<file path="config.mk">
export PLATFORM = sky130hd
export DESIGN_NAME = sacl_ctrl
export DESIGN_NICKNAME = d
export VERILOG_FILES = /design/src/design/sacl_pkg.sv /design/src/design/sacl_ctrl.sv
export SDC_FILE = /design/constraint.sdc
export NUM_CORES = 1
export LEC_CHECK = 0
export BUFFER_PORTS_ARGS = -buffer_cell sky130_fd_sc_hd__buf_2
export CAP_MARGIN = 20
export CORE_AREA = 10 10 47 49
export CTS_BUF_LIST = sky130_fd_sc_hd__clkbuf_2
export DETAILED_ROUTE_END_ITERATION = 7
export DIE_AREA = 0 0 57 59
export PLACE_DENSITY_LB_ADDON = 0.08
export SLEW_MARGIN = 20
export SYNTH_ARGS = -nofsm -noshare
export SYNTH_HDL_FRONTEND = slang
export SYNTH_SLANG_ARGS = --single-unit
export TNS_END_PERCENT = 20
</file>
<file path="constraint.sdc">
create_clock -name aclk -period 1.2 [get_ports aclk]
set_clock_uncertainty 0.15 [all_clocks]
set_input_delay 0.24 -clock aclk [delete_from_list [all_inputs] [get_ports aclk]]
set_output_delay 0.24 -clock aclk [all_outputs]
set_load 0.01 [all_outputs]
</file>
<file path="src/design/sacl_pkg.sv">
// Shared types and constants for the set-associative LRU cache lookup.
package sacl_pkg;

    localparam int SETS_DEF       = 256;
    localparam int WAYS_DEF       = 8;
    localparam int ADDR_WIDTH_DEF = 24;
    localparam int AGE_WIDTH_DEF  = 16;

    localparam int MAX_INDEX_BITS = 8;
    localparam int CFG_ADDR_W     = 2;
    localparam int CFG_DATA_W     = 4;
    localparam int COUNT_W        = 32;
    localparam int WAY_OUT_W      = 3;
    localparam int SET_OUT_W      = 8;
    localparam int OFF_OUT_W      = 7;
    localparam int M_TUSER_W      = 5;

    localparam logic [2:0] OFFSET_BITS_RST  = 3'd5;
    localparam logic [3:0] INDEX_BITS_RST   = 4'd8;
    localparam logic [3:0] WAYS_IN_USE_RST  = 4'd4;
    localparam logic       COUNT_WRITES_RST = 1'b1;

    typedef enum logic [CFG_ADDR_W-1:0] {
        CFG_OFFSET_BITS  = 2'd0,
        CFG_INDEX_BITS   = 2'd1,
        CFG_WAYS_IN_USE  = 2'd2,
        CFG_COUNT_WRITES = 2'd3
    } cfg_idx_t;

    typedef enum logic [1:0] {
        UPD_NONE  = 2'd0,
        UPD_WRITE = 2'd1,
        UPD_FILL  = 2'd2
    } upd_kind_t;

    typedef struct packed {
        logic clear;
        logic accept;
        logic lookup;
        logic commit;
    } ctl_cmd_t;

    typedef struct packed {
        logic clear_last;
        logic out_free;
    } dp_status_t;

endpackage

</file>
<file path="src/design/sacl_ctrl.sv">
// Sequencer: clearing pass, then accept / lookup / write-back per request.
module sacl_ctrl (
    input  logic                  aclk,
    input  logic                  aresetn,
    input  logic                  s_axis_tvalid,
    output logic                  s_axis_tready,
    input  sacl_pkg::dp_status_t  status,
    output sacl_pkg::ctl_cmd_t    cmd
);

    typedef enum logic [1:0] {
        ST_CLEAR,
        ST_IDLE,
        ST_LOOKUP,
        ST_WRITE
    } state_t;

    state_t state_reg, state_next;
    logic   s_ready_reg;

    always_comb begin
        cmd.clear  = (state_reg == ST_CLEAR);
        cmd.accept = (state_reg == ST_IDLE) && s_axis_tvalid;
        cmd.lookup = (state_reg == ST_LOOKUP);
        cmd.commit = (state_reg == ST_WRITE) && status.out_free;
    end

    always_comb begin
        state_next = state_reg;
        unique case (state_reg)
            ST_CLEAR: begin
                if (status.clear_last) begin
                    state_next = ST_IDLE;
                end
            end
            ST_IDLE: begin
                if (s_axis_tvalid) begin
                    state_next = ST_LOOKUP;
                end
            end
            ST_LOOKUP: begin
                state_next = ST_WRITE;
            end
            ST_WRITE: begin
                if (status.out_free) begin
                    state_next = ST_IDLE;
                end
            end
        endcase
    end

    always_ff @(posedge aclk) begin
        if (!aresetn) begin
            state_reg   <= ST_CLEAR;
            s_ready_reg <= 1'b0;
        end else begin
            state_reg   <= state_next;
            s_ready_reg <= (state_next == ST_IDLE);
        end
    end

    assign s_axis_tready = s_ready_reg;

endmodule

</file>
; ---- Word level (Yosys, flattened, before mapping)
; Cells that the tools add are included.
[totals]
reg_bits = 3
latch_bits = 0
ramBits = 0
mem_bits_ro = 0
out_inout_bits = 5
elab_cells = 13
memories = 0
[classes]
add_sub_neg = 0
n_mul = 0
n_div = 0
order_cmp = 0
n_eq_ne = 4
shifts = 0
mux = 4
n_bitwise = 0
n_reduce_logical = 3
[ops]
columns = operator, n
row1 = $pmux 2 s4, 1
row2 = $mux 2, 3
row3 = $eq 2x1->1 const B, 2
row4 = $eq 2x2->1 const B, 2
row5 = $logic_and 1x1->1, 2
row6 = $logic_not 2->1, 1

; ---- Logic depth before layout (Yosys ltp)
; Gate-level depths: netlist of run 1.
[depth]
word_depth = 3
mapped_depth = 2
mapped_depth_nobuf = 2

; ---- Least setup slack after synthesis of run 1
; OpenSTA, ideal clock, no wires.
[synth_path]
path_type = reg-to-reg
start = register state_reg[0]
end = register s_ready_reg (netlist: s_axis_tready)
setup_time_ps = 122
arrival_time_ps = 769
required_time_ps = 928
slack_ps = 159
path_stages_with_launch = 3
path_buffers = 0
path_cell_list = dfxtp_1 nor2b_4 o311a_1
[synth_via]
elab_chain_cells = 3
elab_cells_between_ends = 9
classes_between = 4 x eq/ne / 4 x mux / 1 x reduce/logical
[synth_lines]
columns = item, line_no
row1 = from (decl), sacl_ctrl.sv:18  ; state_t state_reg, state_next;
row2 = from (signal assigned), sacl_ctrl.sv:57  ; state_reg <= state_next;
row3 = "$eq 2x2->1, or another cell as far along", sacl_ctrl.sv:30  ; unique case (state_reg)
row4 = $pmux 2 s4 (*), sacl_ctrl.sv:30
row5 = $eq 2x1->1 (*), sacl_ctrl.sv:58  ; s_ready_reg <= (state_next == ST_IDLE);
row6 = to (signal assigned), sacl_ctrl.sv:58
row7 = to (decl), sacl_ctrl.sv:19  ; logic s_ready_reg;
; Mark *: on every way between the ends. The rest lies on a longest branch, timed or not.
; A chain may end at the register's enable or synchronous reset.

==> results of run 1 <==
## Yosys cell counts (all sizes together)
cell type and count:
o311a 1, nor2b 2, dfxtp 3, a21bo 1, nor2 2, a21oi 1, and2b 1, o31a 1
nand2 1, and3 1, nor3b 1
## cell families after synthesis
kind of cell	count (synthesis)	synth area share, %
simple gates	8	38.5
compound gates	4	22.1
flops	3	39.3
## layer usage
metal	global-route usage [%]	routed length (µm)	vias up
li1	-	-	87
met1	2.61	223	73
met2	4.65	233	6
met3	2.79	33	0
met4	5.03	0	0
met5	0	0	-
## report_power, final
part	total, mW	switching [mW]	leakage, nW	internal [mW]
combinational	0.0694	0.0289	0.0966	0.0405
clock	0.139	0.0509	0.0166	0.0880
sequential	0.119	0.0101	0.0261	0.109
total	0.328	0.0899	0.139	0.238
## worst register-to-register path, delay by kind of cell (launching register included)
family / cells / cell delay (ns)
buf+inv: 1 / 0.13
compound gates: 1 / 0.33
flops: 1 / 0.35
## worst paths after layout
kind	from	end	slack (ns)	cells after the start
worst max-delay path	state_reg[0]	cmd[1]	-0.1	2
worst min-delay path	aresetn	state_reg[0]	0.14	2
worst min register to register	state_reg[1]	state_reg[0]	0.46	2
worst max register to register	state_reg[1]	s_axis_tready	0.12	2
## layout make-up
class | count | area, µm²
multi-input combinational | 12 | 95.1
timing repair buffer | 12 | 73.8
tap | 16 | 20.0
fill | 164 | 1120
sequential | 3 | 67.6
clock buffer | 4 | 20.0
## stage by stage
stage          total power [mW]  worst slack (ns)  instances
2_1_floorplan             0.153             0.159         15
3_3_place_gp              0.185           0.00483         42
3_5_place_dp              0.184           0.00586         42
4_1_cts                   0.337            -0.123         46
5_1_grt                   0.359            -0.160         47
6_report                  0.328           -0.0992         47
## repair_timing
| item | in CTS | in global routing |
|---|---|---|
| endpoints found under the setup margin | 4 | 4 |
| pin swaps | 0 | 1 |
| gates resized for setup | 4 | 2 |
| hold buffers | 0 | 0 |
| endpoints found under the hold margin | 0 | 0 |
| setup buffers | 0 | 1 |
==> metrics, run 1 <==
post-route cell area ~280 µm²; maximum vdd drop around 0.28 mV; DP HPWL roughly 400 µm; run status finished with violations; layout cells sized above 1 roughly 74%; DRC violations left 0; largest net degree at the start of global routing 9; critical path's slowest cell dfxtp_4; vias per cell ~3.5; Slew HR between 80% and 90%; area share of the largest cell type after synthesis approximately two fifths; Crit path max-delay family flip-flops; crit-path cells and2b_2 > buf_6; CTS Buffer Depth 2; Post-Synthesis Cells 15; most common cell after layout, fill and taps aside buf_2; failing checks setup timing; total gr overflow 0; post-synthesis cell type count 12; Die Area between 3000 and 4000 µm²; post-synth top area cell dfxtp_1; Worst Path Buf+Inv 1; port bufs 9; fmax 770 MHz; initial antenna violation count 0; count of final max-slew check failures 0; Data required, critical path roughly 0.81 ns; Core ar. roughly 1400 µm²; die width 57 µm; final worst-path setup slack -0.0992 ns; hold crit path type in2reg; Worst Max-Slew Pin Slew 0.156 ns; Avg WL per Cell ~10 µm; Avg Inst Size Synth between 10 and 15 µm²; Initial DRC Count 5; setup tns final -0.234 ns; Initial Util 10.9%; Critical Path Source Type flip-flop; P per Cell Area between 1000 and 1500 nW/µm²; final period utilization 108%; Skew-Pair Late Insertion Delay around 0.20 ns; Nets 37; Hold Violations, Final 0; number of I/O pins 10; post-route ant nets 0; Clock transition at path regs roughly 0.040 ns; vias in the first global route ~180; P&R area growth vs syn 81.1%; Post-Syn Nets 20; Die Ht slightly below 60 µm; crit path max fanout 8; top post-synthesis cells by area dfxtp_1 (39%), nor2b_4 (9.0%), nor3b_2 (8.2%); sequential area share after synthesis between 30% and 40%; Area after DPL 233 µm²; Tmin final 1.30 ns; max incr delay on CP between 0.3 and 0.4 ns; FF+latch count, synth 3; Crit Path Class reg2out; H-tree depth 1; Crit path arrival time ~0.9 ns; first-pass GRT wire length about 790 µm; Lkg Pwr approximately 0.14 nW; DRT Wirelength just under 500 µm; gpl congestion 0.616; CP Capture Type output pin; Synth warnings 0; max reg flops 2; Sink Count 3; CTS root buf clkbuf_2; # diodes 0; Num CTS Buffers 3; RSZ-0062 raised after global routing yes; Setup-failing EPs final 3; FP Rows 14; worst hold margin 0.135 ns; CTS tree built; Core Util, Final 19.7%; Post-Synthesis Cell Area 153 µm²; Max-Cap Viols 0; 1st-pass router iterations 3; Vias 166; most frequent cells in the layout buf_2 (8), clkbuf_2 (4), buf_4 (3), dfxtp_4 (2); GRT Overall Usage around 3.5%
(Power assumes the default switching activity.)
==> run 2, diff against run 1 <==
- CAP_MARGIN: 20 -> 5
- clock period: 1.2 -> 1.3 ns (I/O delays scaled with it)
==> metrics, run 2 (synthesis gave the netlist of run 1 again) <==
Num CTS Buffers 3 (unchanged); DRT Wirelength 466 µm (was 490 µm); Critical Path Source Type flip-flop (unchanged); total gr overflow 0 (unchanged); Max-Cap Viols 0 (unchanged); P&R area growth vs syn 82.0% (was 81.1%); P per Cell Area 1090 nW/µm² (was 1180 nW/µm²); max reg flops 2 (unchanged); fmax around 770 MHz; CTS root buf clkbuf_2 (unchanged); Die Ht 59 µm (unchanged); Slew HR 90.3% (was 89.6%); final period utilization 100%; hold crit path type in2reg (unchanged); Lkg Pwr 0.134 nW (was 0.139 nW); post-route ant nets 0 (unchanged); Avg WL per Cell 10.1 µm (was 10.4 µm); # hold bufs at CTS 0 (unchanged); met2 usage 4.34% (was 4.65%); final worst-path setup slack -0.00486 ns (was -0.0992 ns); most frequent cells in the layout buf_2 (7), clkbuf_2 (4) (was buf_2 (8), clkbuf_2 (4), buf_4 (3), dfxtp_4 (2)); Setup-failing EPs final 1 (was 3); Crit path arrival time 0.89 ns (was 0.91 ns); 1st-pass router iterations 1 (was 3); Crit Path Class reg2out (unchanged); maximum vdd drop 0.318 mV (was 0.284 mV); vias per cell 3.50 (was 3.53); port bufs 9 (unchanged); Hold Violations, Final 0 (unchanged); met1 Track Usage GR 2.73% (was 2.61%); failing checks setup timing (unchanged); CTS Buffer Depth 2 (unchanged); gr busiest metal met3 (was met4); Net Sw Power 81.9 µW (was 89.9 µW); Initial Util 10.9% (unchanged); Sequential Power Share 36.3% (was 36.4%); FP Rows 14 (unchanged); GR Layer Usage met3 4.72% (was 2.79%); H-tree depth 1 (unchanged); Cell Int Power 221 µW (was 238 µW); fillcell total 170 (was 164); Clock transition at path regs 0.04 ns (about the same); pre-CTS setup slack 0.0754 ns (was 0.00586 ns); Vias 161 (was 166); most common cell after layout, fill and taps aside buf_2 (unchanged); CTS tree built (unchanged); R2R Setup Slk 0.12 ns (about the same); Nets 36 (was 37); vias in the first global route 192 (was 179); Initial DRC Count 0 (was 5); Core ar. 1400 µm² (unchanged); combinational fraction of design power 21.6% (was 21.2%); Sink Count 3 (unchanged); Clock Power Share 42.1% (was 42.4%); layout cells sized above 1 73.3% (was 74.2%); number of I/O pins 10 (unchanged); GRT Overall Usage 3.67% (was 3.46%); initial antenna violation count 0 (unchanged); die width 57 µm (unchanged); run status finished with violations (unchanged); Skew-Pair Late Insertion Delay 0.20 ns (about the same); count of final max-slew check failures 0 (unchanged); Worst Max-Slew Pin Slew 0.145 ns (was 0.156 ns); DRC violations left 0 (unchanged); CP Capture Type output pin (unchanged); Die Area 3360 µm² (unchanged); sw frac 27.0% (was 27.4%); worst hold margin 0.148 ns (was 0.135 ns); Area after DPL 218 µm² (was 233 µm²); RSZ-0062 raised after global routing yes (unchanged); overall power 303 µW (was 328 µW); Data required, critical path 0.89 ns (was 0.81 ns); post-route cell area 278 µm² (was 277 µm²); crit path max fanout 6 (was 8); largest net degree at the start of global routing 9 (unchanged); DP HPWL 356 µm (was 392 µm); Tmin final roughly 1.3 ns; gpl congestion 0.630 (was 0.616); first-pass GRT wire length 828 µm (was 793 µm); # diodes 0 (unchanged)
-- run 2: cell types whose count changed in the layout (fill, tap and decap cells not counted), sizes merged --
cell	change
buf	-1
-- run 2: final cells by class --
class,count,area (µm²),share of cell area [%]
Tap cell,16,20.0,7.21
Clock buffer,4,20.0,7.21
Sequential cell,3,67.6,24.3
Timing Repair Buffer,11,72.6,26.1
Multi-Input combinational cell,12,97.6,35.1
-- run 2: power groups by stage --
stage	clock network (mW)	logic, mW	registers [mW]
global placement	0	0.0538	0.113
detailed placement	0	0.0527	0.113
floorplan	0	0.0289	0.112
CTS	0.137	0.0669	0.111
finish	0.128	0.0654	0.110
global route	0.158	0.0735	0.112
-- run 2: per-layer routing --
layer / wire length [µm] / part of all wire (%)
met5: 0 / 0
met4: 0 / 0
met3: 74 / 16
met2: 223 / 48
met1: 168 / 36
-- run 2: final timing paths --
path,startpoint,endpoint,cells after the start
max,state_reg[0],cmd[1],2
max reg2reg,state_reg[0],s_axis_tready,3
min,aresetn,state_reg[0],2
min reg2reg,state_reg[1],state_reg[0],1
-- run 2: repair_timing --
item | in CTS | in global routing
endpoints found under the setup margin | 3 | 3
endpoints found under the hold margin | 0 | 0
resized for setup | 7 | 0
setup buffers | 2 | 0
-- run 2: through the flow --
stage / std cells / TNS, ns / util, %
4_1_cts: 46 / -0.0278 / 19.8
2_1_floorplan: 15 / 0 / -
3_5_place_dp: 40 / 0 / 15.5
6_report: 46 / -0.00486 / 19.8
5_1_grt: 46 / -0.167 / 19.8
3_3_place_gp: 40 / 0 / 15.5
-- run 2: critical path, stage by stage (launching register included) --
cell and delay, ns:
dfxtp_4 0.36, and2b_2 0.22, buf_6 0.12
